File: src/fhacc_pkg.sv
`timescale 1ns / 1ps
// Package for the flow histogram accumulator: item types, codes, defaults and
// the saturating add and cosine helpers. Depends on nothing.
package fhacc_pkg;

   localparam int NUM_WINDOWS_DEF    = 4;
   localparam int NUM_BINS_DEF       = 64;
   localparam int COS_TABLE_BITS_DEF = 10;
   localparam int MAX_BIN_AW         = 10;
   localparam int CSR_AW             = 5;

   localparam logic [1:0] ACT_ACCUM  = 2'd0;
   localparam logic [1:0] ACT_BOUNDS = 2'd1;
   localparam logic [1:0] ACT_READ   = 2'd2;

   localparam logic [2:0] REG_NUM_BINS_USED = 3'd0;
   localparam logic [2:0] REG_INV_BIN_WIDTH = 3'd1;
   localparam logic [2:0] REG_PT_LOW        = 3'd2;
   localparam logic [2:0] REG_PT_HIGH       = 3'd3;
   localparam logic [2:0] REG_INV_EVENTS    = 3'd4;

   localparam logic [6:0]  RST_NUM_BINS_USED = 7'd64;
   localparam logic [15:0] RST_INV_BIN_WIDTH = 16'd2560;
   localparam logic [15:0] RST_PT_LOW        = 16'd102;
   localparam logic [15:0] RST_PT_HIGH       = 16'd512;
   localparam logic [23:0] RST_INV_EVENTS    = 24'hFFFFFF;

   localparam longint unsigned Q28_ONE     = 64'd268435456;
   localparam longint unsigned HALF_PI_Q28 = 64'd421657428;

   typedef struct packed {
      logic [1:0]         action;
      logic signed [15:0] rapidity;
      logic [15:0]        transverse_momentum;
      logic [15:0]        particle_angle;
      logic [15:0]        plane_angle;
      logic [15:0]        weight;
      logic [1:0]         window_index;
      logic [5:0]         bin_index;
      logic signed [15:0] bound_low;
      logic signed [15:0] bound_high;
   } req_item_type;

   typedef struct packed {
      logic [47:0]        bin_weight_sum;
      logic signed [47:0] bin_v1_sum;
      logic signed [47:0] bin_v2_sum;
      logic [31:0]        bin_entries;
      logic [47:0]        window_yield;
      logic signed [47:0] window_v1_sum;
      logic signed [47:0] window_v2_sum;
      logic [31:0]        window_entries;
   } rsp_item_type;

   typedef struct packed {
      logic [6:0]  num_bins_used;
      logic [15:0] inv_bin_width;
      logic [15:0] pt_low;
      logic [15:0] pt_high;
      logic [23:0] inv_events;
   } cfg_type;

   typedef enum logic [1:0] {
      OP_ACCUM  = 2'd0,
      OP_BOUNDS = 2'd1,
      OP_READ   = 2'd2
   } op_kind_type;

   typedef struct packed {
      op_kind_type              kind;
      logic [1:0]               win;
      logic                     bin_ok;
      logic [MAX_BIN_AW-1:0]    addr;
      logic                     in_range;
      logic [27:0]              sw;
      logic signed [15:0]       c1;
      logic signed [15:0]       c2;
      logic signed [15:0]       y;
      logic signed [15:0]       lo;
      logic signed [15:0]       hi;
   } op_entry_type;

   typedef struct packed {
      logic [47:0]        w;
      logic signed [47:0] v1;
      logic signed [47:0] v2;
      logic [31:0]        cnt;
   } bin_rec_type;

   typedef struct packed {
      logic [47:0]        yield;
      logic signed [47:0] v1;
      logic signed [47:0] v2;
      logic [31:0]        cnt;
   } win_tot_type;

   function automatic logic [47:0] add_u48(input logic [47:0] a, input logic [27:0] b);
      logic [48:0] s;
      s = {1'b0, a} + {21'd0, b};
      return s[48] ? 48'hFFFF_FFFF_FFFF : s[47:0];
   endfunction

   function automatic logic signed [47:0] add_s48(input logic signed [47:0] a,
                                                  input logic signed [15:0] b);
      logic [48:0] s;
      s = {a[47], a} + {{33{b[15]}}, b};
      if (s[48] != s[47]) begin
         return s[48] ? {1'b1, 47'd0} : {1'b0, {47{1'b1}}};
      end
      return s[47:0];
   endfunction

   function automatic logic [31:0] inc_u32(input logic [31:0] a);
      return (a == 32'hFFFF_FFFF) ? a : a + 32'd1;
   endfunction

   function automatic logic [14:0] quarter_cos(input int unsigned r, input int ctb);
      longint unsigned x;
      longint unsigned x2;
      longint unsigned t;
      longint c;
      x  = (longint'(r) * HALF_PI_Q28) >> (ctb - 2);
      x2 = (x * x) >> 28;
      t  = Q28_ONE - x2 / 90;
      t  = Q28_ONE - ((x2 * t) >> 28) / 56;
      t  = Q28_ONE - ((x2 * t) >> 28) / 30;
      t  = Q28_ONE - ((x2 * t) >> 28) / 12;
      c  = longint'(Q28_ONE) - longint'(((x2 * t) >> 28) / 2);
      if (c < 0) c = 0;
      c = (c + 8192) >>> 14;
      if (c > 16384) c = 16384;
      return 15'(c);
   endfunction

endpackage

File: src/fhacc_csr.sv
`timescale 1ns / 1ps
// Configuration register file behind the APB-style port.
// Depends on fhacc_pkg.
module fhacc_csr (
   input  logic                           clock,
   input  logic                           reset,
   input  logic                           csr_psel,
   input  logic                           csr_penable,
   input  logic                           csr_pwrite,
   input  logic [fhacc_pkg::CSR_AW-1:0]   csr_paddr,
   input  logic [31:0]                    csr_pwdata,
   output logic [31:0]                    csr_prdata,
   output logic                           csr_pready,
   output fhacc_pkg::cfg_type             cfg
);
   import fhacc_pkg::*;

   cfg_type    cfg_ff;
   logic       wr_en;
   logic [2:0] reg_sel;

   assign csr_pready = 1'b1;
   assign wr_en      = csr_psel && csr_penable && csr_pwrite;
   assign reg_sel    = csr_paddr[4:2];
   assign cfg        = cfg_ff;

   always_ff @(posedge clock) begin
      if (reset) begin
         cfg_ff.num_bins_used <= RST_NUM_BINS_USED;
         cfg_ff.inv_bin_width <= RST_INV_BIN_WIDTH;
         cfg_ff.pt_low        <= RST_PT_LOW;
         cfg_ff.pt_high       <= RST_PT_HIGH;
         cfg_ff.inv_events    <= RST_INV_EVENTS;
      end else if (wr_en) begin
         unique case (reg_sel)
            REG_NUM_BINS_USED: cfg_ff.num_bins_used <= csr_pwdata[6:0];
            REG_INV_BIN_WIDTH: cfg_ff.inv_bin_width <= csr_pwdata[15:0];
            REG_PT_LOW:        cfg_ff.pt_low        <= csr_pwdata[15:0];
            REG_PT_HIGH:       cfg_ff.pt_high       <= csr_pwdata[15:0];
            REG_INV_EVENTS:    cfg_ff.inv_events    <= csr_pwdata[23:0];
            default: begin
            end
         endcase
      end
   end

   always_comb begin
      unique case (reg_sel)
         REG_NUM_BINS_USED: csr_prdata = {25'd0, cfg_ff.num_bins_used};
         REG_INV_BIN_WIDTH: csr_prdata = {16'd0, cfg_ff.inv_bin_width};
         REG_PT_LOW:        csr_prdata = {16'd0, cfg_ff.pt_low};
         REG_PT_HIGH:       csr_prdata = {16'd0, cfg_ff.pt_high};
         REG_INV_EVENTS:    csr_prdata = {8'd0, cfg_ff.inv_events};
         default:           csr_prdata = 32'd0;
      endcase
   end

endmodule

File: config.mk
export PLATFORM = sky130hd
export DESIGN_NAME = fhacc_csr
export DESIGN_NICKNAME = d
export VERILOG_FILES = /design/src/fhacc_pkg.sv /design/src/fhacc_csr.sv
export SDC_FILE = /design/constraint.sdc
export NUM_CORES = 1
export LEC_CHECK = 0
export BUFFER_PORTS_ARGS = -buffer_cell sky130_fd_sc_hd__buf_2
export CAP_MARGIN = 20
export CORE_AREA = 4 4 95 97
export CTS_CLUSTER_DIAMETER = 30
export DETAILED_ROUTE_END_ITERATION = 12
export DIE_AREA = 0 0 99 101
export PLACE_DENSITY = 0.79
export SKIP_LAST_GASP = 1
export SLEW_MARGIN = 20
export SYNTH_ARGS = -nofsm -noshare
export SYNTH_HDL_FRONTEND = slang
export SYNTH_SLANG_ARGS = --single-unit
File: constraint.sdc
create_clock -name clock -period 1.6 [get_ports clock]
set_clock_uncertainty 0.2 [all_clocks]
set_input_delay 0.08 -clock clock [delete_from_list [all_inputs] [get_ports clock]]
set_output_delay 0.08 -clock clock [all_outputs]
set_load 0.05 [all_outputs]
Word-level counts from Yosys, hierarchy flattened
Cells that the tools add are included.
- register bits: 79
- input bits: 42
- logic and storage cells: 18
- reduce and logical (&&, ||, !) cells: 8
- mux-type cells: 1
- equal/unequal tests: 4
- operator list (operator ; count):
    one-hot mux 24 bit (5 select lines) ; 1
    AND reduction 2 bit ; 5
    == test 3 x 2 -> 1 bit, second input constant ; 2
    == test 3 x 1 -> 1 bit, second input constant ; 1
    == test 3 bit, second input constant ; 1
    zero test 3 bit ; 1
    logical AND 1 bit ; 2

Longest topological paths before layout
Gate-level depths: netlist of run 1.
- word-level depth: 3
- depth in mapped cells: 6
- depth with buffers taken out: 3

Worst setup path before layout of run 1
No wires, ideal clock.
- path type: register -> output
- start: register cfg_ff, in the netlist cfg[66]
- end: output csr_prdata[10]
- path slack: -721 ps
- data required time: 1320 ps
- arrival time: 2041 ps
- cell stages (with the launch flop): 4
- cell sequence: dfxtp_1 mux2_2 a22oi_1 o21ai_0
- cells in the longest elaborated chain, start to end: 1
- RTL lines (element ; RTL line ; text):
    from (decl) ; fhacc_csr.sv:18 ; cfg_type cfg_ff;
    one-hot mux 24 bit (5 select lines) ; fhacc_csr.sv:48 ; unique case (reg_sel)
    to (decl) ; fhacc_csr.sv:12 ; output logic [31:0] csr_prdata,
Every way passes these cells.

Final worst setup path of run 1
- start: register cfg_ff, in the netlist cfg[71]
- end: output csr_prdata[15]
Same word-level chain as after synthesis.

==> results of run 1 <==
## final cells by class
type,instances,area [um2],area share
Clock inverter,4,70.07,0.01220
Timing Repair Buffer,209,1470,0.2559
Multi-Input combinational cell,321,2307,0.4016
Sequential cell,79,1625,0.2829
Clock buffer,11,141.4,0.02461
Tap cell,105,131.4,0.02287
## per-layer routing
metal,track usage,vias up
li1,-,1829
met1,0.3028,1841
met2,0.4365,163
met3,0.05675,24
met4,0.1166,0
met5,0,-
## cells in the mapped netlist, types with 6 or more instances
master,number
sky130_fd_sc_hd__a21o_1,6
sky130_fd_sc_hd__a22oi_1,9
sky130_fd_sc_hd__and2_1,8
sky130_fd_sc_hd__buf_2,7
sky130_fd_sc_hd__buf_4,13
sky130_fd_sc_hd__buf_6,6
sky130_fd_sc_hd__clkbuf_1,17
sky130_fd_sc_hd__dfxtp_1,79
sky130_fd_sc_hd__mux2_2,9
sky130_fd_sc_hd__mux2i_1,66
sky130_fd_sc_hd__nand2_1,9
sky130_fd_sc_hd__nand2b_1,37
sky130_fd_sc_hd__nor2_1,58
sky130_fd_sc_hd__nor2b_1,28
sky130_fd_sc_hd__o21ai_0,53
sky130_fd_sc_hd__o21ai_1,10
sky130_fd_sc_hd__o22ai_1,6
## worst paths after layout
kind,from,endpoint,slack [ns],cells past startpoint
setup / recovery,cfg[71],csr_prdata[15],-0.10,5
hold / removal,csr_paddr[4],cfg[59],0.09,4
setup reg to reg,cfg[26],cfg[26],0.37,5
hold reg to reg,cfg[62],cfg[62],0.29,2
## critical path: cells and delay by family (launching register included)
| family | cells | cell delay (ns) |
|---|---|---|
| multiplexers | 1 | 0.27 |
| flip-flops | 1 | 0.33 |
| buffers and inverters | 2 | 0.30 |
| AO/OA/AOI/OAI | 2 | 0.18 |
## power by group through the flow
stage / sequential [mW] / combinational [mW] / clock (mW)
6_report: 1.99 / 0.745 / 1.64
3_5_place_dp: 2.04 / 0.629 / 0
4_1_cts: 1.99 / 0.718 / 1.66
5_1_grt: 1.99 / 0.782 / 1.74
2_1_floorplan: 2.09 / 0.410 / 0
3_3_place_gp: 2.04 / 0.622 / 0
## logic make-up after synthesis
family          count (synthesis)  synth area share
flops                          79            0.4019
compound gates                 85            0.1205
buf+inv                        46           0.07027
simple gates                  152            0.2118
mux                            75            0.1936
other cells                     2          0.001909
## layout by cell type (no fill, tap or decap), drive strengths merged, types with 8 or more instances in the layout
cell type	n
a22oi	9
and2	8
buf	182
clkbuf	11
conb	9
dfxtp	79
dlygate4sd3	27
mux2	9
mux2i	66
nand2	9
nand2b	38
nor2	58
nor2b	28
o21ai	63
## through the flow
stage	util	cells	setup TNS [ns]	power (mW)	setup slack, ns
finish	0.7064	729	-0.5181	4.373	-0.1041
global route	0.7064	729	-1.225	4.517	-0.1687
CTS	0.6919	724	-0.7490	4.367	-0.09971
detailed placement	0.5991	666	0	2.666	0.01231
global placement	0.5991	666	0	2.657	0.03301
floorplan	-	446	-0.08609	2.496	-0.08609
## what timing repair did
item	in CTS	in global routing
setup buffers	16	5
pin swaps	9	15
endpoints found under the setup margin	15	16
hold buffers	27	0
gates resized for setup	56	30
endpoints found under the hold margin	79	0
==> run summary, run 1 <==
Static timing analysis puts the maximum clock frequency at 586.8 MHz. TritonCTS built the clock tree. The clock transition time at the flip-flop clock pins of the worst setup and hold paths is 0.08 ns. The worst-case hold slack came out at 0.09341 ns. The number of iterations in the first detailed-routing pass is 4. The number of enable flip-flop cells after synthesis came out at 0. The number of different library cells in the post-synthesis netlist came out at 29. In the final routing, the length of wire on met1 measures 5102 um.

The register bit total from synthesis came out at 79. Dividing the detail-routed wire length by the instance count gives 17.78 um. The cell area after layout came out at 5746 um2.

After detailed placement, the total cell area comes to 4873 um2. The number of DRC markers after the initial detailed-route iteration came out at 272. The number of primary I/O pins came out at 154. The required arrival time at the worst endpoint is 1.32 ns.

Traced cell by cell, the critical path runs through mux2_4 -> a22oi_2 -> buf_4 -> o21ai_4 -> buf_6. The switching share of total power came out at 0.2771. The run finished, with violations left. Setup repair after global routing could not meet its margin everywhere. The maximum fanout count along the critical path came out at 2. The starting density of the core is 0.4838.

The count of port buffers added during placement came out at 134. The post-synthesis cell count came out at 439. At the end of the flow, the number of nets in the layout was 662. The met3 wire length is 1069 um. For the pin with the worst max-slew slack, the measured transition is 0.7163 ns.

The kind of start point of the critical path is a register. The overall track demand over capacity in global routing is 0.2543. Fill cells in the final layout number 599. The final global-route overflow total is 0. The most common flop cell mapped by yosys is sky130_fd_sc_hd__dfxtp_1. After floorplanning, the core was divided into 33 placement rows.

The floorplan die width is 99 um. The number of nets with antenna violations after detailed routing is 0. The via count came out at 3857. The final count of pins violating max slew came out at 0. The stage delay of the slowest cell on the critical path is 0.33 ns. Of the post-synthesis cell area, the dominant cell type holds 0.4019.

The number of warnings issued by yosys is 0. The number of H-tree levels is 3. The flip-flop count of the largest register after layout came out at 79. Dividing the final minimum period by the clock period gives 1.065. The number of antenna violations at the first check in global routing is 0.

The core box area came out at 8134 um2. The number of vias per cell came out at 5.291. The min-delay analysis places its worst path in the category in2reg. STA puts the critical path data arrival time at 1.42 ns. The final reports fail on negative setup slack. The switching power summed over all nets came out at 1.212 mW. The DRC violation count after routing came out at 0. The type of the setup path with the least slack is reg2out.

The fraction of layout instances using a drive strength above 1 is 0.4327. The mapped netlist covers 3935 um2. The cell at the slowest stage of the critical path is sky130_fd_sc_hd__dfxtp_2.

The via count of the first global-routing pass is 3918. The share of total power dissipated in sequential elements is 0.455. The number of hold-slack violations in the final timing report is 0. The cell sitting at the root of the clock tree is a sky130_fd_sc_hd__clkbuf_8. The time the final worst path needs with I/O delays and setup is 1.704 ns.

The share of total power dissipated in combinational logic is 0.170. The area growth from synthesis to final layout came out at 46.01%. The share of synthesized flip-flops with an asynchronous set or reset came out at 0.

The placer's final routability congestion estimate is 0.8408. The largest total area in the synthesized netlist belongs to sky130_fd_sc_hd__dfxtp_1. The maximum count of clock buffers along a single path came out at 2. The proportion of synthesized chip area in sequential cells is 0.4019. Clock tree synthesis inserted a total of 9 buffers.

The clock drives 79 sinks. The synthesized area per cell is 8.964 um2. The clock network fraction of design power is 0.374. The total of endpoints with negative setup slack in the final report is 9. Detailed placement ended at an HPWL of 8118 um.

The reported leakage power came out at 2.557 nW. The total die area is 9999 um2. In this run the tightest slew margin relative to its limit is 0.5225. Signal routing reaches up to met4.

The final wirelength came out at 12960 um. The max-capacitance violation count came out at 0. The total power divided by cell area is 761.1 nW/um2. Across the VDD grid, the largest voltage drop is 0.5141 mV. The die boundary height is 101 um.

The number of antenna diodes in the final layout is 0. The setup slack of the critical path after layout came out at -0.1041 ns. The latest clock arrival within the worst-skew pair is 0.35 ns. The routed design uses 6536 um of met2 wire. The worst setup path is captured at an output port.

The first global-routing pass estimated 20180 um of wire. Entering global routing, the biggest net connects 43 pins. The internal portion of total power came out at 3.161 mW.

By area the synthesized netlist is led by sky130_fd_sc_hd__dfxtp_1 (40%), sky130_fd_sc_hd__mux2i_1 (17%), sky130_fd_sc_hd__o21ai_0 (6.7%).
Note: power is estimated with default switching activity, not from simulation.
==> run 2: changes to the inputs <==
CORE_AREA = 4 4 99 101   (was 4 4 95 97)
DIE_AREA = 0 0 103 105   (was 0 0 99 101)
PLACE_DENSITY = 0.73   (was 0.79)
==> run summary, run 2 (same netlist as run 1, synthesis figures left out) <==
The run finished, with violations left. The final reports fail on negative setup slack. Hold is met by 0.01730 ns. The via count came out at 3803. The placer's final routability congestion estimate came out at 0.8355. Across all setup checks in the final design, the least slack found is -0.09872 ns.

The latest clock arrival within the worst-skew pair came out at 0.35 ns. The total power divided by cell area is 768.7 nW/um2. The final count of pins violating max slew came out at 0. The switching share of total power is 0.2826. The die boundary height is 105 um. The critical path is of the reg2out type. Setup repair after global routing could not meet its margin everywhere. The internal power of the cells totals 3.185 mW. The fraction of layout instances using a drive strength above 1 came out at 0.4256. In the routed design, unresolved DRC markers number 0. Row generation in the floorplan step produced 35 rows.

For the pin with the worst max-slew slack, the measured transition is 0.6357 ns. STA classifies the critical path endpoint as an output port. The min-delay analysis places its worst path in the category in2reg. The worst setup path is launched from a register. The maximum fanout count along the critical path is 2. Headroom to the max-slew limit came out at 0.5762. The number of DRC markers after the initial detailed-route iteration is 178.

At the worst endpoint, the required time is 1.32 ns. The final global-route overflow total came out at 0. The data arrival time at the worst-slack endpoint is 1.42 ns. The number of vias per cell is 5.167. The maximum count of clock buffers along a single path came out at 2. Dividing the detail-routed wire length by the instance count gives 16.59 um.

The relative contribution of sequential cells to total power is 0.448. The achievable clock frequency came out at 588.7 MHz. The post-route fraction of the period consumed by the critical path is 1.062. The floorplan step set the die width to 103 um.

The filler cell count came out at 728. The switching power summed over all nets is 1.255 mW. The register with the most flip-flops in the layout has 79 of them. The reported leakage power came out at 2.576 nW. The total clock sinks is 79. The overall track demand over capacity in global routing is 0.2225. IR analysis of the VDD net gives a maximum drop of 0.4230 mV.

In this design, the stage delay of the slowest critical-path cell is 0.33 ns. The maximum number of pins on one net before global-route repair is 40. The worst slack after detailed placement is -0.03554 ns.

The area growth from synthesis to final layout came out at 46.77%. The half-perimeter wire length after placement came out at 8194 um. The final antenna diode count came out at 0. The count of port buffers added during placement is 134.

The time the final worst path needs with I/O delays and setup is 1.699 ns. The core box area is 9021 um2. The number of primary I/O pins came out at 154. The number of antenna violations at the first check in global routing came out at 0.

The starting density of the core is 0.4362. Buffers inserted during clock tree synthesis total 9. The clock transition time at the flip-flop clock pins of the worst setup and hold paths is 0.09 ns. The total of endpoints with negative setup slack in the final report came out at 10. The detail route stage leaves a number of antenna-violating nets equal to 0. The via count of the first global-routing pass came to 3849.

The first TritonRoute pass finished after 5 iterations. The share of total power in combinational logic is 0.168. The number of nets in the finished design came out at 662.

The number of H-tree levels came out at 3. The number of hold-slack violations in the final timing report came out at 0. The slowest stage of the critical path belongs to the cell sky130_fd_sc_hd__dfxtp_2. The signal on the critical path passes through mux2_4 -> a22oi_2 -> buf_4 -> o21ai_4 -> buf_6. The routed design has 12210 um of wire. The most common cell after layout, fill and taps aside is sky130_fd_sc_hd__buf_2. The total die area came out at 10820 um2. The max-capacitance violation count came out at 0.

TritonCTS built the clock tree. The global-route wire length before repair is 19220 um. The post-route setup TNS is -0.3468 ns. The sum of internal, switching and leakage power came out at 4.440 mW. The clock network fraction of design power came out at 0.384.

The CTS root buffer is sky130_fd_sc_hd__clkbuf_8. The library cells used most frequently in the layout, excluding fill and tap cells, are sky130_fd_sc_hd__buf_2 (117), sky130_fd_sc_hd__mux2i_1 (66), sky130_fd_sc_hd__nor2_1 (58).
==> run 2: changes by cell type in the layout (fill, tap and decap cells not counted), sizes merged <==
cell,delta
buf,+1
clkinv,+1
clkbuf,-1
clkinvlp,+1
dlygate4sd3,-1
==> run 2: power by group through the flow <==
| stage | Sequential (mW) | Clock, mW | Combinational, mW |
|---|---|---|---|
| after global placement | 2.04 | 0 | 0.630 |
| final | 1.99 | 1.70 | 0.747 |
| after floorplan | 2.09 | 0 | 0.410 |
| after CTS | 1.99 | 1.73 | 0.727 |
| after global routing | 1.99 | 1.82 | 0.783 |
| after detailed placement | 2.04 | 0 | 0.638 |
==> run 2: metrics by stage <==
stage	cell area, um2	cells	utilization
floorplan	4063	446	-
global placement	4906	672	0.5438
detailed placement	4906	672	0.5438
CTS	5664	728	0.6279
global route	5776	736	0.6402
finish	5776	736	0.6402
==> run 2: critical path: cells and delay by family (launching register included) <==
family,cells,cell delay (ns)
flops,1,0.33
buf+inv,2,0.30
mux,1,0.27
compound gates,2,0.18
==> run 2: path summary, 6_finish.rpt <==
check                           depth (start not counted)        endpoint  startpoint  slack (ns)
worst min register to register                          2         cfg[60]     cfg[60]        0.29
worst min-delay path                                    3         cfg[42]       reset        0.02
worst max register to register                          4         cfg[37]     cfg[37]        0.52
worst max-delay path                                    5  csr_prdata[15]     cfg[71]        -0.1
==> run 2: routing by layer <==
layer / vias to the layer above / wire (um) / GRT usage
met4: 0 / 246 / 0.08696
met3: 19 / 752 / 0.04139
met2: 126 / 5968 / 0.3680
met5: - / 0 / 0
li1: 1832 / - / -
met1: 1826 / 5240 / 0.2814
==> run 2: cell type report <==
type,count,area (um2),area share
timing repair buffer,209,1493,0.2584
clock buffer,10,137.6,0.02383
multi-input combinational,321,2292,0.3969
tap,111,138.9,0.02405
clock inverter,6,93.84,0.01625
sequential,79,1620,0.2805
==> run 2: timing repair <==
item                       4_1_cts  5_1_grt
setup endpoints to repair       16       16
hold endpoints to repair        79        0
buffers inserted                14        8
pin swaps                        9       12
hold buffers                    26        0
resized for setup               58       21
