**src/fhacc_pkg.sv**
```systemverilog
`timescale 1ns / 1ps
// Package for the flow histogram accumulator: item types, codes, defaults and
// the saturating add and cosine helpers. Depends on nothing.
package fhacc_pkg;

   localparam int NUM_WINDOWS_DEF    = 4;
   localparam int NUM_BINS_DEF       = 64;
   localparam int COS_TABLE_BITS_DEF = 10;
   localparam int MAX_BIN_AW         = 10;
   localparam int CSR_AW             = 5;

   localparam logic [1:0] ACT_ACCUM  = 2'd0;
   localparam logic [1:0] ACT_BOUNDS = 2'd1;
   localparam logic [1:0] ACT_READ   = 2'd2;

   localparam logic [2:0] REG_NUM_BINS_USED = 3'd0;
   localparam logic [2:0] REG_INV_BIN_WIDTH = 3'd1;
   localparam logic [2:0] REG_PT_LOW        = 3'd2;
   localparam logic [2:0] REG_PT_HIGH       = 3'd3;
   localparam logic [2:0] REG_INV_EVENTS    = 3'd4;

   localparam logic [6:0]  RST_NUM_BINS_USED = 7'd64;
   localparam logic [15:0] RST_INV_BIN_WIDTH = 16'd2560;
   localparam logic [15:0] RST_PT_LOW        = 16'd102;
   localparam logic [15:0] RST_PT_HIGH       = 16'd512;
   localparam logic [23:0] RST_INV_EVENTS    = 24'hFFFFFF;

   localparam longint unsigned Q28_ONE     = 64'd268435456;
   localparam longint unsigned HALF_PI_Q28 = 64'd421657428;

   typedef struct packed {
      logic [1:0]         action;
      logic signed [15:0] rapidity;
      logic [15:0]        transverse_momentum;
      logic [15:0]        particle_angle;
      logic [15:0]        plane_angle;
      logic [15:0]        weight;
      logic [1:0]         window_index;
      logic [5:0]         bin_index;
      logic signed [15:0] bound_low;
      logic signed [15:0] bound_high;
   } req_item_type;

   typedef struct packed {
      logic [47:0]        bin_weight_sum;
      logic signed [47:0] bin_v1_sum;
      logic signed [47:0] bin_v2_sum;
      logic [31:0]        bin_entries;
      logic [47:0]        window_yield;
      logic signed [47:0] window_v1_sum;
      logic signed [47:0] window_v2_sum;
      logic [31:0]        window_entries;
   } rsp_item_type;

   typedef struct packed {
      logic [6:0]  num_bins_used;
      logic [15:0] inv_bin_width;
      logic [15:0] pt_low;
      logic [15:0] pt_high;
      logic [23:0] inv_events;
   } cfg_type;

   typedef enum logic [1:0] {
      OP_ACCUM  = 2'd0,
      OP_BOUNDS = 2'd1,
      OP_READ   = 2'd2
   } op_kind_type;

   typedef struct packed {
      op_kind_type              kind;
      logic [1:0]               win;
      logic                     bin_ok;
      logic [MAX_BIN_AW-1:0]    addr;
      logic                     in_range;
      logic [27:0]              sw;
      logic signed [15:0]       c1;
      logic signed [15:0]       c2;
      logic signed [15:0]       y;
      logic signed [15:0]       lo;
      logic signed [15:0]       hi;
   } op_entry_type;

   typedef struct packed {
      logic [47:0]        w;
      logic signed [47:0] v1;
      logic signed [47:0] v2;
      logic [31:0]        cnt;
   } bin_rec_type;

   typedef struct packed {
      logic [47:0]        yield;
      logic signed [47:0] v1;
      logic signed [47:0] v2;
      logic [31:0]        cnt;
   } win_tot_type;

   function automatic logic [47:0] add_u48(input logic [47:0] a, input logic [27:0] b);
      logic [48:0] s;
      s = {1'b0, a} + {21'd0, b};
      return s[48] ? 48'hFFFF_FFFF_FFFF : s[47:0];
   endfunction

   function automatic logic signed [47:0] add_s48(input logic signed [47:0] a,
                                                  input logic signed [15:0] b);
      logic [48:0] s;
      s = {a[47], a} + {{33{b[15]}}, b};
      if (s[48] != s[47]) begin
         return s[48] ? {1'b1, 47'd0} : {1'b0, {47{1'b1}}};
      end
      return s[47:0];
   endfunction

   function automatic logic [31:0] inc_u32(input logic [31:0] a);
      return (a == 32'hFFFF_FFFF) ? a : a + 32'd1;
   endfunction

   function automatic logic [14:0] quarter_cos(input int unsigned r, input int ctb);
      longint unsigned x;
      longint unsigned x2;
      longint unsigned t;
      longint c;
      x  = (longint'(r) * HALF_PI_Q28) >> (ctb - 2);
      x2 = (x * x) >> 28;
      t  = Q28_ONE - x2 / 90;
      t  = Q28_ONE - ((x2 * t) >> 28) / 56;
      t  = Q28_ONE - ((x2 * t) >> 28) / 30;
      t  = Q28_ONE - ((x2 * t) >> 28) / 12;
      c  = longint'(Q28_ONE) - longint'(((x2 * t) >> 28) / 2);
      if (c < 0) c = 0;
      c = (c + 8192) >>> 14;
      if (c > 16384) c = 16384;
      return 15'(c);
   endfunction

endpackage

```
**src/fhacc_queue.sv**
```systemverilog
`timescale 1ns / 1ps
// Two-entry queue between front and back end.
// Depends on fhacc_pkg.
module fhacc_queue (
   input  logic                     clock,
   input  logic                     reset,
   input  logic                     push,
   input  fhacc_pkg::op_entry_type  din,
   input  logic                     pop,
   output fhacc_pkg::op_entry_type  dout,
   output logic                     full,
   output logic                     empty
);
   import fhacc_pkg::*;

   op_entry_type slot_ff [2];
   logic         wr_ptr_ff;
   logic         rd_ptr_ff;
   logic [1:0]   cnt_ff;

   assign dout  = slot_ff[rd_ptr_ff];
   assign full  = cnt_ff == 2'd2;
   assign empty = cnt_ff == 2'd0;

   always_ff @(posedge clock) begin
      if (push) slot_ff[wr_ptr_ff] <= din;
   end

   always_ff @(posedge clock) begin
      if (reset) begin
         wr_ptr_ff <= 1'b0;
         rd_ptr_ff <= 1'b0;
         cnt_ff    <= 2'd0;
      end else begin
         if (push) wr_ptr_ff <= ~wr_ptr_ff;
         if (pop)  rd_ptr_ff <= ~rd_ptr_ff;
         cnt_ff <= cnt_ff + {1'b0, push} - {1'b0, pop};
      end
   end

endmodule

```
**config.mk**
```make
export PLATFORM = sky130hd
export DESIGN_NAME = fhacc_queue
export DESIGN_NICKNAME = d
export VERILOG_FILES = /design/src/fhacc_pkg.sv /design/src/fhacc_queue.sv
export SDC_FILE = /design/constraint.sdc
export NUM_CORES = 1
export LEC_CHECK = 0
export BUFFER_PORTS_ARGS = -buffer_cell sky130_fd_sc_hd__buf_2
export CORE_MARGIN = 2
export CORE_UTILIZATION = 50
export CTS_BUF_LIST = sky130_fd_sc_hd__clkbuf_8 sky130_fd_sc_hd__clkbuf_16
export DETAILED_ROUTE_END_ITERATION = 12
export PLACE_DENSITY = 0.78
export SYNTH_ARGS = -nofsm -noshare
export SYNTH_HDL_FRONTEND = slang
export SYNTH_SLANG_ARGS = --single-unit
```
**constraint.sdc**
```tcl
create_clock -name clock -period 7.92 [get_ports clock]
set_clock_uncertainty 0.1 [all_clocks]
set_input_delay 0.396 -clock clock [delete_from_list [all_inputs] [get_ports clock]]
set_output_delay 0.396 -clock clock [all_outputs]
set_load 0.03 [all_outputs]
```
# [Yosys cells after proc, flatten, opt, wreduce, memory -nomap -nowiden]
# Memory sizes are Yosys's and may differ from the RTL's. A register that Yosys moved wholly into a read port is not among the register bits.
# Index checks and enable logic that the tools add are counted.
[totals] input_bits=128 n_memories=1 ram_bits=248 word_cells=14 reg_bits=4 output_inout_bits=126
[classes] n_bitwise=2 n_eq_ne=1 n_mux=4 addsub=2 n_reduce_logical=1
[mem_list] memory="slot_ff" depth=2 word_bits=124 rd=1 rd_ports_with_merged_regs=1 write_ports=1 line="fhacc_queue.sv:16" source="op_entry_type slot_ff [2];"
[ops] operator="2-to-1 mux 1 bit" n=4
[ops] operator="adder 2 x 1 -> 2 bit" n=1
[ops] operator="== test 2 bit (second input constant)" n=1
[ops] operator="logical NOT 2 bit" n=1
[ops] operator="inverter 1 bit" n=2
[ops] operator="subtractor 2 x 1 -> 2 bit" n=1

# [Longest topological paths before layout]
# Gate-level depths: netlist of run 1.
[logic_depth] ltp_word=3 mapped_depth=6 depth_no_buf=6

# [Worst setup path before layout of run 1]
# No wires, ideal clock.
[synth_timing] kind="register -> register" start="register wr_ptr_ff" end="memory slot_ff[0][0] in the netlist's numbering (enable)" setup_ns=0.623 path_buffers=0 period_less_slack_ns=6.533 required_ns=7.197 setup_slack_ns=1.387 arrival_ns=5.809 stages_incl_launch_ff=2 path_cell_list="dfxtp_1 nor2b_1"
[synth_rtl] element="from (decl)" line="fhacc_queue.sv:17" source="logic wr_ptr_ff;"
[synth_rtl] element="from (signal assigned)" line="fhacc_queue.sv:35" source="if (push) wr_ptr_ff <= ~wr_ptr_ff;"
[synth_rtl] element="to (decl)" line="fhacc_queue.sv:16"
# Straight into the memory's write port.

==> results of run 1 <==
==> layer usage <==
layer | up-vias | part of all wire | track usage | wire length (µm)
li1 | 2410 | - | - | -
met2 | 210 | 0.51 | 0.3378 | 9966
met4 | 0 | 0.028 | 0.06368 | 552
met3 | 50 | 0.063 | 0.04314 | 1224
met1 | 2527 | 0.39 | 0.2228 | 7625
met5 | - | 0 | 0 | 0
==> synthesized netlist by cell type (all sizes together) <==
| library cell | count | area share |
|---|---|---|
| mux2 | 124 | 0.17 |
| edfxtp | 248 | 0.79 |
| dfxtp | 5 | 0.011 |
| xnor2 | 2 | 0.0019 |
| inv | 2 | 0.00080 |
| ha | 2 | 0.0027 |
| nor2 | 5 | 0.0020 |
| xnor3 | 1 | 0.0024 |
| nor2b | 3 | 0.0020 |
| buf | 14 | 0.013 |
| and2 | 1 | 0.00067 |
==> sequential cells by signal, indices dropped and copies added (netlist names), named ones only <==
register and flops:
rd_ptr_ff 1, cnt_ff 2, wr_ptr_ff 1, slot_ff 248
==> cell families after synthesis <==
| group | share of synthesized area |
|---|---|
| DFF | 0.8024 |
| xor gates and xnor gates | 0.004257 |
| adders and majority gates | 0.002660 |
| muxes | 0.1724 |
| buffers and inverters | 0.01357 |
| and+or+nand+nor | 0.004657 |
==> layout make-up <==
type | instances | area, µm²
fillers | 1150 | 5628
flip-flops and latches | 253 | 7551
inverters | 2 | 7.507
clock inverters | 20 | 137.6
multi-input cells | 138 | 1740
clock buffers | 27 | 675.6
well taps | 234 | 292.8
repair buffers | 382 | 2547
==> final timing paths <==
check	from	endpoint	slack, ns
worst max-delay path	register	dout[29]	4.36
worst min-delay path	pop	rd_ptr_ff	0.09
worst max register to register	wr_ptr_ff	slot_ff[1][121]	5.42
worst min register to register	rd_ptr_ff	rd_ptr_ff	0.42
==> report_power, final <==
part / total [µW] / switching [µW] / leakage, µW / internal [µW]
Sequential: 1600 / 35.7 / 0.00237 / 1570
Combinational: 499 / 287 / 0.00229 / 212
Clock: 1140 / 465 / 0.000424 / 677
Total: 3240 / 788 / 0.00509 / 2450
==> metrics by stage <==
stage	instance area [µm²]	hold slack (ns)	util	cells	power (µW)
after floorplan	9405	0.3676	-	407	1949
after global placement	10890	0.3967	0.5860	884	2062
after detailed placement	10890	0.4164	0.5860	884	2077
after CTS	12950	0.07010	0.6971	1056	3273
after global routing	12950	0.09874	0.6971	1056	3357
final	12950	0.08825	0.6971	1056	3242
==> worst min-delay path: stages <==
cell     delay (ns)
buf_2          0.11
xnor2_1        0.08
nor2_1         0.08
==> what timing repair did <==
item / CTS / global route
hold buffers: 125 / 0
hold endpoints to repair: 252 / 0
setup buffers: 0 / 0
==> results.sh, run 1 <==
export IMPL_status="finished clean"
export IMPL_timing_critical_path_required_ns=7.42
export IMPL_p_leak_uw=0.005086
export IMPL_post_route_drc_count=0
export IMPL_finalWirelength_mm=19.37
export IMPL_syn_avg_cell_area_um2=23.11
export IMPL_synthesis_warning_total=0
export IMPL_worst_path_max_fanout=68
export IMPL_master_cell_of_the_clock_root_buffer="clkbuf_16"
export IMPL_postLayoutSetupSlackWorst_ns=4.359
export IMPL_list_of_cells_traversed_by_the_critical_path="buf_4 > mux2_2 > buf_2"
export IMPL_std_cell_rows=50
export IMPL_viasPerCell=4.921
export IMPL_grt_use_total=0.1878
export IMPL_worst_endpoint_arrival_ns=3.06
export IMPL_power_per_cell_area_mw_per_mm2=250.3
export IMPL_largest_buffer_count_on_any_clock_path=3
export IMPL_ios=254
export IMPL_htree_num_levels=1
export IMPL_die_width_um=141.2
export IMPL_timing_final_hold_violations=0
export IMPL_clock_latency_ns=0.51
export IMPL_maxSlewHeadroom=0.3143
export IMPL_synth_distinct_cells=13
export IMPL_end_kind="output pin"
export IMPL_place_hpwl_mm=11.36
export IMPL_crit_slowest_cell="dfxtp_4"
export IMPL_cts_tree="yes"
export IMPL_most_frequent_standard_cell_in_the_layout_excluding_fill_and_tap_cells="buf_2"
export IMPL_max_cap_violations=0
export IMPL_detailed_route_via_count=5197
export IMPL_setup_viol=0
export IMPL_grt_pass1_wl_mm=29.33
export IMPL_fin_setup_tns_ns=0
export IMPL_clkSinkCount=253
export IMPL_aggregate_global_routing_overflow=0
export IMPL_cts_resized_gates=0
export IMPL_fmax_mhz=280.8
export IMPL_rsz0062_at_grt="false"
export IMPL_drt_iter0_markers=200
export IMPL_synth_seq_cells=253
export IMPL_final_worst_path_cycle_share=0.4496
export IMPL_netlist_area_mm2=0.009405
export IMPL_criticalPathCategory="reg -> out"
export IMPL_pre_cts_slack_ns=4.856
export IMPL_crit_path_max_incr_delay_ns=0.95
export IMPL_fp_dieArea_mm2=0.01992
export IMPL_critPathTopFamily="buffers and inverters"
export IMPL_post_synthesis_net_count=537
export IMPL_num_nets_final=933
export IMPL_setup_worst_path_start_class="register"
export IMPL_syn_instance_count=407
export IMPL_place_congestion=0.7263
export IMPL_antenna_cells=0
export IMPL_critical_path_cell_count=3
export IMPL_timing_max_transition_violations_final=0
export IMPL_avgRoutedWirePerCell_um=18.34
export IMPL_layout_drive_gt1_share=0.5085
export IMPL_worst_slew_pin_slew_ns=1.029
export IMPL_min_delay_path_depth=3
export IMPL_firstDrtPassIters=4
export IMPL_worst_r2r_cell_count=2
export IMPL_first_global_vias=5741
export IMPL_numCtsBuffers=26
export IMPL_synth_seq_area_share=0.8024
export IMPL_finalWorstPathRequiredPeriod_ns=3.561
export IMPL_vdd_drop_max_v=0.0001900
export IMPL_grt_antenna_before_repair=0
export IMPL_path_clk_slew_ns=0.05
export IMPL_initial_util=0.5062
export IMPL_hold_path_class="in -> reg"
export IMPL_pin_count_of_the_biggest_net_entering_global_routing=69
export IMPL_core_region_area_mm2=0.01858
export IMPL_final_antenna_net_count=0
export IMPL_final_cell_mix="buf_2, edfxtp_1, dlygate4sd3_1"
export IMPL_area_growth_syn_to_fin_pct=37.71
export IMPL_cp_num_buf_inv=2
export IMPL_die_height_um=141.2
export IMPL_port_buffer_count=253
No activity file was read; power rests on OpenSTA's default activity.
==> run 2, diff against run 1 <==
--- a/config.mk
+++ b/config.mk
@@ -5,12 +5,13 @@
 export SDC_FILE = /design/constraint.sdc
 export NUM_CORES = 1
 export LEC_CHECK = 0
+export ABC_AREA = 1
 export BUFFER_PORTS_ARGS = -buffer_cell sky130_fd_sc_hd__buf_2
 export CORE_MARGIN = 2
-export CORE_UTILIZATION = 50
+export CORE_UTILIZATION = 47
 export CTS_BUF_LIST = sky130_fd_sc_hd__clkbuf_8 sky130_fd_sc_hd__clkbuf_16
 export DETAILED_ROUTE_END_ITERATION = 12
-export PLACE_DENSITY = 0.78
+export PLACE_DENSITY = 0.77
 export SYNTH_ARGS = -nofsm -noshare
 export SYNTH_HDL_FRONTEND = slang
 export SYNTH_SLANG_ARGS = --single-unit
==> constraint.sdc (replaced) <==
create_clock -name clock -period 2.9 [get_ports clock]
set_clock_uncertainty 0.1 [all_clocks]
set_input_delay 0.145 -clock clock [delete_from_list [all_inputs] [get_ports clock]]
set_output_delay 0.145 -clock clock [all_outputs]
set_load 0.03 [all_outputs]
==> run 2 against run 1 <==
Net effect: combinational power increased to 2.7 times the previous value; power grew to 2.7 times the previous value; cell count grew 4.3%; cell area up 1.1%; clock power grew to 2.7 times the previous value; largest power group unchanged; critical path depth stayed put; count of clock-buffer cells in the layout unchanged; critical endpoint is now dout[0]; wire length decreased by 0.92%; synthesized cell count grew 2.5%.
==> results.sh, run 2 <==
export IMPL_status="finished clean"
export IMPL_syn_instance_count=417
export IMPL_antenna_cells=0
export IMPL_core_region_area_mm2=0.01953
export IMPL_numCtsBuffers=27
export IMPL_setup_worst_path_start_class="register"
export IMPL_power_per_cell_area_mw_per_mm2=667.5
export IMPL_synthDominantAreaCellType="edfxtp_1"
export IMPL_synth_top_family_by_area="multiplexers"
export IMPL_post_route_drc_count=0
export IMPL_timing_critical_path_required_ns=2.65
export IMPL_pin_count_of_the_biggest_net_entering_global_routing=85
export IMPL_aggregate_global_routing_overflow=0
export IMPL_ys_top_cells_by_area="edfxtp_1, mux2_4, mux2_2, dfxtp_1, buf_6"
export IMPL_cts_tree="yes"
export IMPL_viasPerCell=4.842
export IMPL_postLayoutSetupSlackWorst_ns=0.7056
export IMPL_list_of_cells_traversed_by_the_critical_path="buf_12 > mux2_2 > buf_2"
export IMPL_synth_seq_cells=253
export IMPL_area_growth_syn_to_fin_pct=39.09
export IMPL_final_cell_mix="buf_2, edfxtp_1, dlygate4sd3_1"
export IMPL_criticalPathCategory="reg -> out"
export IMPL_end_kind="output pin"
export IMPL_post_synthesis_net_count=547
export IMPL_final_fill_count=1303
export IMPL_synth_distinct_cells=14
export IMPL_yosys_cell_count_top_type="edfxtp_1"
export IMPL_grt_antenna_before_repair=0
export IMPL_die_width_um=145.5
export IMPL_master_cell_of_the_clock_root_buffer="clkbuf_16"
export IMPL_detailed_route_via_count=5331
export IMPL_fin_setup_tns_ns=0
export IMPL_grt_use_total=0.1757
export IMPL_hold_path_class="in -> reg"
export IMPL_rsz0062_at_grt="false"
export IMPL_finish_utilization=0.6705
export IMPL_syn_avg_cell_area_um2=22.57
export IMPL_drt_iter0_markers=307
export IMPL_num_nets_final=949
export IMPL_std_cell_rows=51
export IMPL_finalWorstPathRequiredPeriod_ns=2.194
export IMPL_largest_reg_flops=248
export IMPL_worst_endpoint_arrival_ns=1.95
export IMPL_largest_register="slot_ff"
export IMPL_largest_buffer_count_on_any_clock_path=3
export IMPL_yosys_mux_area_fraction=0.1723
export IMPL_netlist_top_cells_count="edfxtp_1, mux2_2, mux2_4"
export IMPL_final_antenna_net_count=0
export IMPL_maxSlewHeadroom=0.5832
export IMPL_port_buffer_count=253
export IMPL_crit_path_max_incr_delay_ns=0.43
export IMPL_cp_num_buf_inv=2
export IMPL_ios=254
export IMPL_layout_drive_gt1_share=0.5012
export IMPL_vdd_drop_max_v=0.0006082
export IMPL_largest_registers="slot_ff x248, cnt_ff x2"
export IMPL_first_global_vias=5804
export IMPL_worst_path_max_fanout=60
export IMPL_synth_compound_gate_area_share=0.0005317
export IMPL_die_height_um=145.5
export IMPL_place_congestion=0.6961
export IMPL_synth_seq_area_share=0.8018
export IMPL_clock_latency_ns=0.51
export IMPL_p_leak_uw=0.005126
export IMPL_critPathTopFamily="buffers and inverters"
export IMPL_synth_top_cell_area_share=0.7912
export IMPL_timing_max_transition_violations_final=0
export IMPL_worst_r2r_setup_slack_ns=1.04
export IMPL_synth_flop_cell="edfxtp_1"
export IMPL_fmax_mhz=455.7
export IMPL_clkSinkCount=253
export IMPL_synth_edf_count=248
export IMPL_area_share_of_and_or_nand_nor_cells_after_synthesis=0.005849
export IMPL_most_frequent_standard_cell_in_the_layout_excluding_fill_and_tap_cells="buf_2"
export IMPL_firstDrtPassIters=4
export IMPL_htree_num_levels=1
export IMPL_pre_cts_slack_ns=1.251
export IMPL_fp_dieArea_mm2=0.02117
export IMPL_yosys_area_share_adder=0.002659
export IMPL_netlist_area_mm2=0.009413
export IMPL_grt_pass1_wl_mm=29.89
export IMPL_worst_slew_pin_slew_ns=0.6252
export IMPL_timing_final_hold_violations=0
export IMPL_initial_util=0.4821
export IMPL_synthesis_warning_total=0
export IMPL_setup_viol=0
export IMPL_async_reset_ff_frac=0
export IMPL_max_cap_violations=0
export IMPL_path_clk_slew_ns=0.06
export IMPL_final_worst_path_cycle_share=0.7567
export IMPL_parity_gate_share_of_the_synthesized_area_counting_xor_and_xnor_cells=0.0009305
export IMPL_avgRoutedWirePerCell_um=17.43
export IMPL_place_hpwl_mm=11.43
export IMPL_crit_slowest_cell="dfxtp_4"
export IMPL_finalWirelength_mm=19.19
## run 2: changes by cell type after synthesis
cell,change
a21oi_1,+1
and2_1,-1
inv_1,+6
nand2_1,+4
nand3_1,+1
nor2_1,+3
nor2b_1,-3
nor3_1,+1
xnor2_1,-1
xnor3_1,-1
## run 2: report_power, final
part           internal (µW)  total [µW]  switching [µW]
sequential              4240        4300            56.9
combinational            559        1330             766
clock                   1850        3120            1270
## run 2: metal layers
metal | GRT usage | vias up | share of wire
li1 | - | 2446 | -
met1 | 0.2088 | 2604 | 0.40
met2 | 0.3111 | 236 | 0.50
met3 | 0.05016 | 45 | 0.074
met4 | 0.05441 | 0 | 0.028
met5 | 0 | - | 0
## run 2: final timing paths
path	start	to	cells past startpoint
setup reg to reg	cnt_ff[0]	cnt_ff[0]	7
hold reg to reg	rd_ptr_ff	rd_ptr_ff	2
setup / recovery	register	dout[0]	3
hold / removal	din[114]	slot_ff[0][114]	2
## run 2: final cells by class
cell class                      instances  area [µm²]  area share
Clock inverter                         19       135.1     0.01032
Clock buffer                           27       675.6     0.05161
Timing Repair Buffer                  387        2643      0.2018
Inverter                                8       33.78    0.002580
Tap cell                              265       331.6     0.02532
Multi-Input combinational cell        142        1723      0.1316
Sequential cell                       253        7551      0.5767
## run 2: what timing repair did
action                    in CTS  in global routing
buffers inserted               0                  0
resized for setup              0                  0
hold buffers                 128                  0
hold endpoints to repair     253                  0
## run 2: metrics by stage
stage	area, µm²	power, µW	cells	hold WS, ns
global route	13090	9047	1101	0.2374
global placement	11000	5512	927	0.2325
detailed placement	11000	5553	927	0.2364
floorplan	9424	5197	417	0.1162
finish	13090	8740	1101	0.2563
CTS	13090	8804	1101	0.2333
## run 2: cells by family (layout without fill, tap and decap cells)
| family | Yosys count | count (layout) |
|---|---|---|
| simple gates | 14 | 14 |
| buf+inv | 22 | 441 |
| fa+ha+maj | 2 | 2 |
| compound gates | 1 | 1 |
| xor+xnor | 1 | 1 |
| mux | 124 | 124 |
| flops | 253 | 253 |
==> run 3, diff against run 2 <==
==> constraint.sdc (replaced) <==
create_clock -name clock -period 2 [get_ports clock]
set_clock_uncertainty 0.1 [all_clocks]
set_input_delay 0.1 -clock clock [delete_from_list [all_inputs] [get_ports clock]]
set_output_delay 0.1 -clock clock [all_outputs]
set_load 0.03 [all_outputs]
==> run 3 against run 2 <==
Net effect: sequential cell count stayed put; count of clock-buffer cells in the layout is 2 lower; critical path depth stayed put; highest routed layer unchanged; largest power group unchanged; register-to-register slack worse by 0.85 ns; core utilization is 0.40 points higher; sequential power is 45% higher; die area stayed put; non-clock buffer count is 11 higher; power is 43% higher.
==> results.sh, run 3 (synthesized netlist as in run 2, its figures left out) <==
export IMPL_largest_register="slot_ff"
export IMPL_die_width_um=145.5
export IMPL_place_congestion=0.7565
export IMPL_p_leak_uw=0.005192
export IMPL_grt_pass1_wl_mm=31.51
export IMPL_path_clk_slew_ns=0.06
export IMPL_post_route_drc_count=0
export IMPL_timing_final_hold_violations=0
export IMPL_max_cap_violations=0
export IMPL_num_nets_final=958
export IMPL_final_cell_mix="buf_2, edfxtp_1, dlygate4sd3_1"
export IMPL_vdd_drop_max_v=0.0007387
export IMPL_clock_latency_ns=0.50
export IMPL_finalWirelength_mm=20.23
export IMPL_fmax_mhz=502.2
export IMPL_antenna_cells=0
export IMPL_crit_path_max_incr_delay_ns=0.40
export IMPL_avgRoutedWirePerCell_um=18.21
export IMPL_port_buffer_count=253
export IMPL_worst_slew_pin_slew_ns=0.6195
export IMPL_worst_endpoint_arrival_ns=1.79
export IMPL_met2_wirelength_mm=10.77
export IMPL_most_frequent_standard_cell_in_the_layout_excluding_fill_and_tap_cells="buf_2"
export IMPL_numCtsBuffers=25
export IMPL_fin_hold_ws_ns=0.2152
export IMPL_std_cell_rows=51
export IMPL_power_per_cell_area_mw_per_mm2=951.9
export IMPL_firstDrtPassIters=4
export IMPL_largest_registers="slot_ff x248, cnt_ff x2"
export IMPL_area_growth_syn_to_fin_pct=39.92
export IMPL_fin_setup_tns_ns=0
export IMPL_initial_util=0.4821
export IMPL_aggregate_global_routing_overflow=0
export IMPL_die_height_um=145.5
export IMPL_master_cell_of_the_clock_root_buffer="clkbuf_16"
export IMPL_hold_path_class="in -> reg"
export IMPL_dr_wl_met3_mm=1.290
export IMPL_maxSlewHeadroom=0.5860
export IMPL_timing_critical_path_required_ns=1.80
export IMPL_setup_worst_path_start_class="register"
export IMPL_final_worst_path_cycle_share=0.9957
export IMPL_finalWorstPathRequiredPeriod_ns=1.991
export IMPL_instances_no_fill=1111
export IMPL_numPlacedInstances=938
export IMPL_totalPowerFinal_uw=12540
export IMPL_first_global_vias=6030
export IMPL_ios=254
export IMPL_layout_drive_gt1_share=0.5071
export IMPL_design_area_mm2=0.01317
export IMPL_worst_path_max_fanout=52
export IMPL_post_cts_setup_buffer_count=0
export IMPL_rsz0062_at_grt="true"
export IMPL_setup_viol=0
export IMPL_final_antenna_net_count=0
export IMPL_cts_tree="yes"
export IMPL_grt_use_total=0.1871
export IMPL_pin_count_of_the_biggest_net_entering_global_routing=89
export IMPL_crit_slowest_cell="mux2_2"
export IMPL_highest_layer="met4"
export IMPL_htree_num_levels=1
export IMPL_detail_route_wirelength_met1_mm=7.641
export IMPL_place_hpwl_mm=12.26
export IMPL_timing_max_transition_violations_final=0
export IMPL_criticalPathCategory="reg -> out"
export IMPL_largest_buffer_count_on_any_clock_path=3
export IMPL_drt_iter0_markers=236
export IMPL_grt_antenna_before_repair=0
export IMPL_viasPerCell=4.871
export IMPL_fp_dieArea_mm2=0.02117
export IMPL_end_kind="output pin"
export IMPL_core_region_area_mm2=0.01953
export IMPL_clkSinkCount=253
export IMPL_placed_cell_area_mm2=0.01112
export IMPL_largest_reg_flops=248
export IMPL_detailed_route_via_count=5412
export IMPL_list_of_cells_traversed_by_the_critical_path="buf_12 > mux2_2 > buf_2"
export IMPL_status="finished clean"
[run 3: repair_timing]
action                     4_1_cts  5_1_grt
hold endpoints to repair       253        0
resized for setup                1        0
setup endpoints to repair       28       69
hold buffers                   128        0
[run 3: through the flow]
stage	setup WS, ns	utilization
floorplan	-0.7251	-
global placement	0.4800	0.5697
detailed placement	0.4645	0.5697
CTS	-0.004324	0.6745
global route	-0.06148	0.6745
finish	0.008574	0.6745
[run 3: final timing paths]
check / slack, ns / start / end / cells past startpoint
max: 0.009 / register / dout[43] / 3
min: 0.22 / din[30] / slot_ff[0][30] / 2
max reg2reg: 0.19 / cnt_ff[0] / cnt_ff[0] / 7
min reg2reg: 0.43 / wr_ptr_ff / wr_ptr_ff / 2
[run 3: where the power goes]
| part | internal [µW] | switching (µW) |
|---|---|---|
| logic | 844 | 1130 |
| registers | 6140 | 81.5 |
| clock network | 2510 | 1820 |
[run 3: final cells by class]
type,count,area (µm²)
multi-input combinational,142,1725
fill,1255,6356
inverter,8,33.78
clock buffer,25,625.6
sequential,253,7552
clock inverter,20,135.1
timing repair buffer,398,2766
tap,265,331.6
[run 3: layer usage]
layer  vias to the layer above  GRT usage
li1                       2465          -
met1                      2678     0.2148
met2                       229     0.3495
met3                        40    0.03887
met4                         0    0.06029
met5                         -          0
[run 3: worst max-delay path: cells and delay by family, from the launching register on]
kind / cells / cell delay (ns)
flops: 1 / 0.38
buf+inv: 2 / 0.44
mux: 1 / 0.40
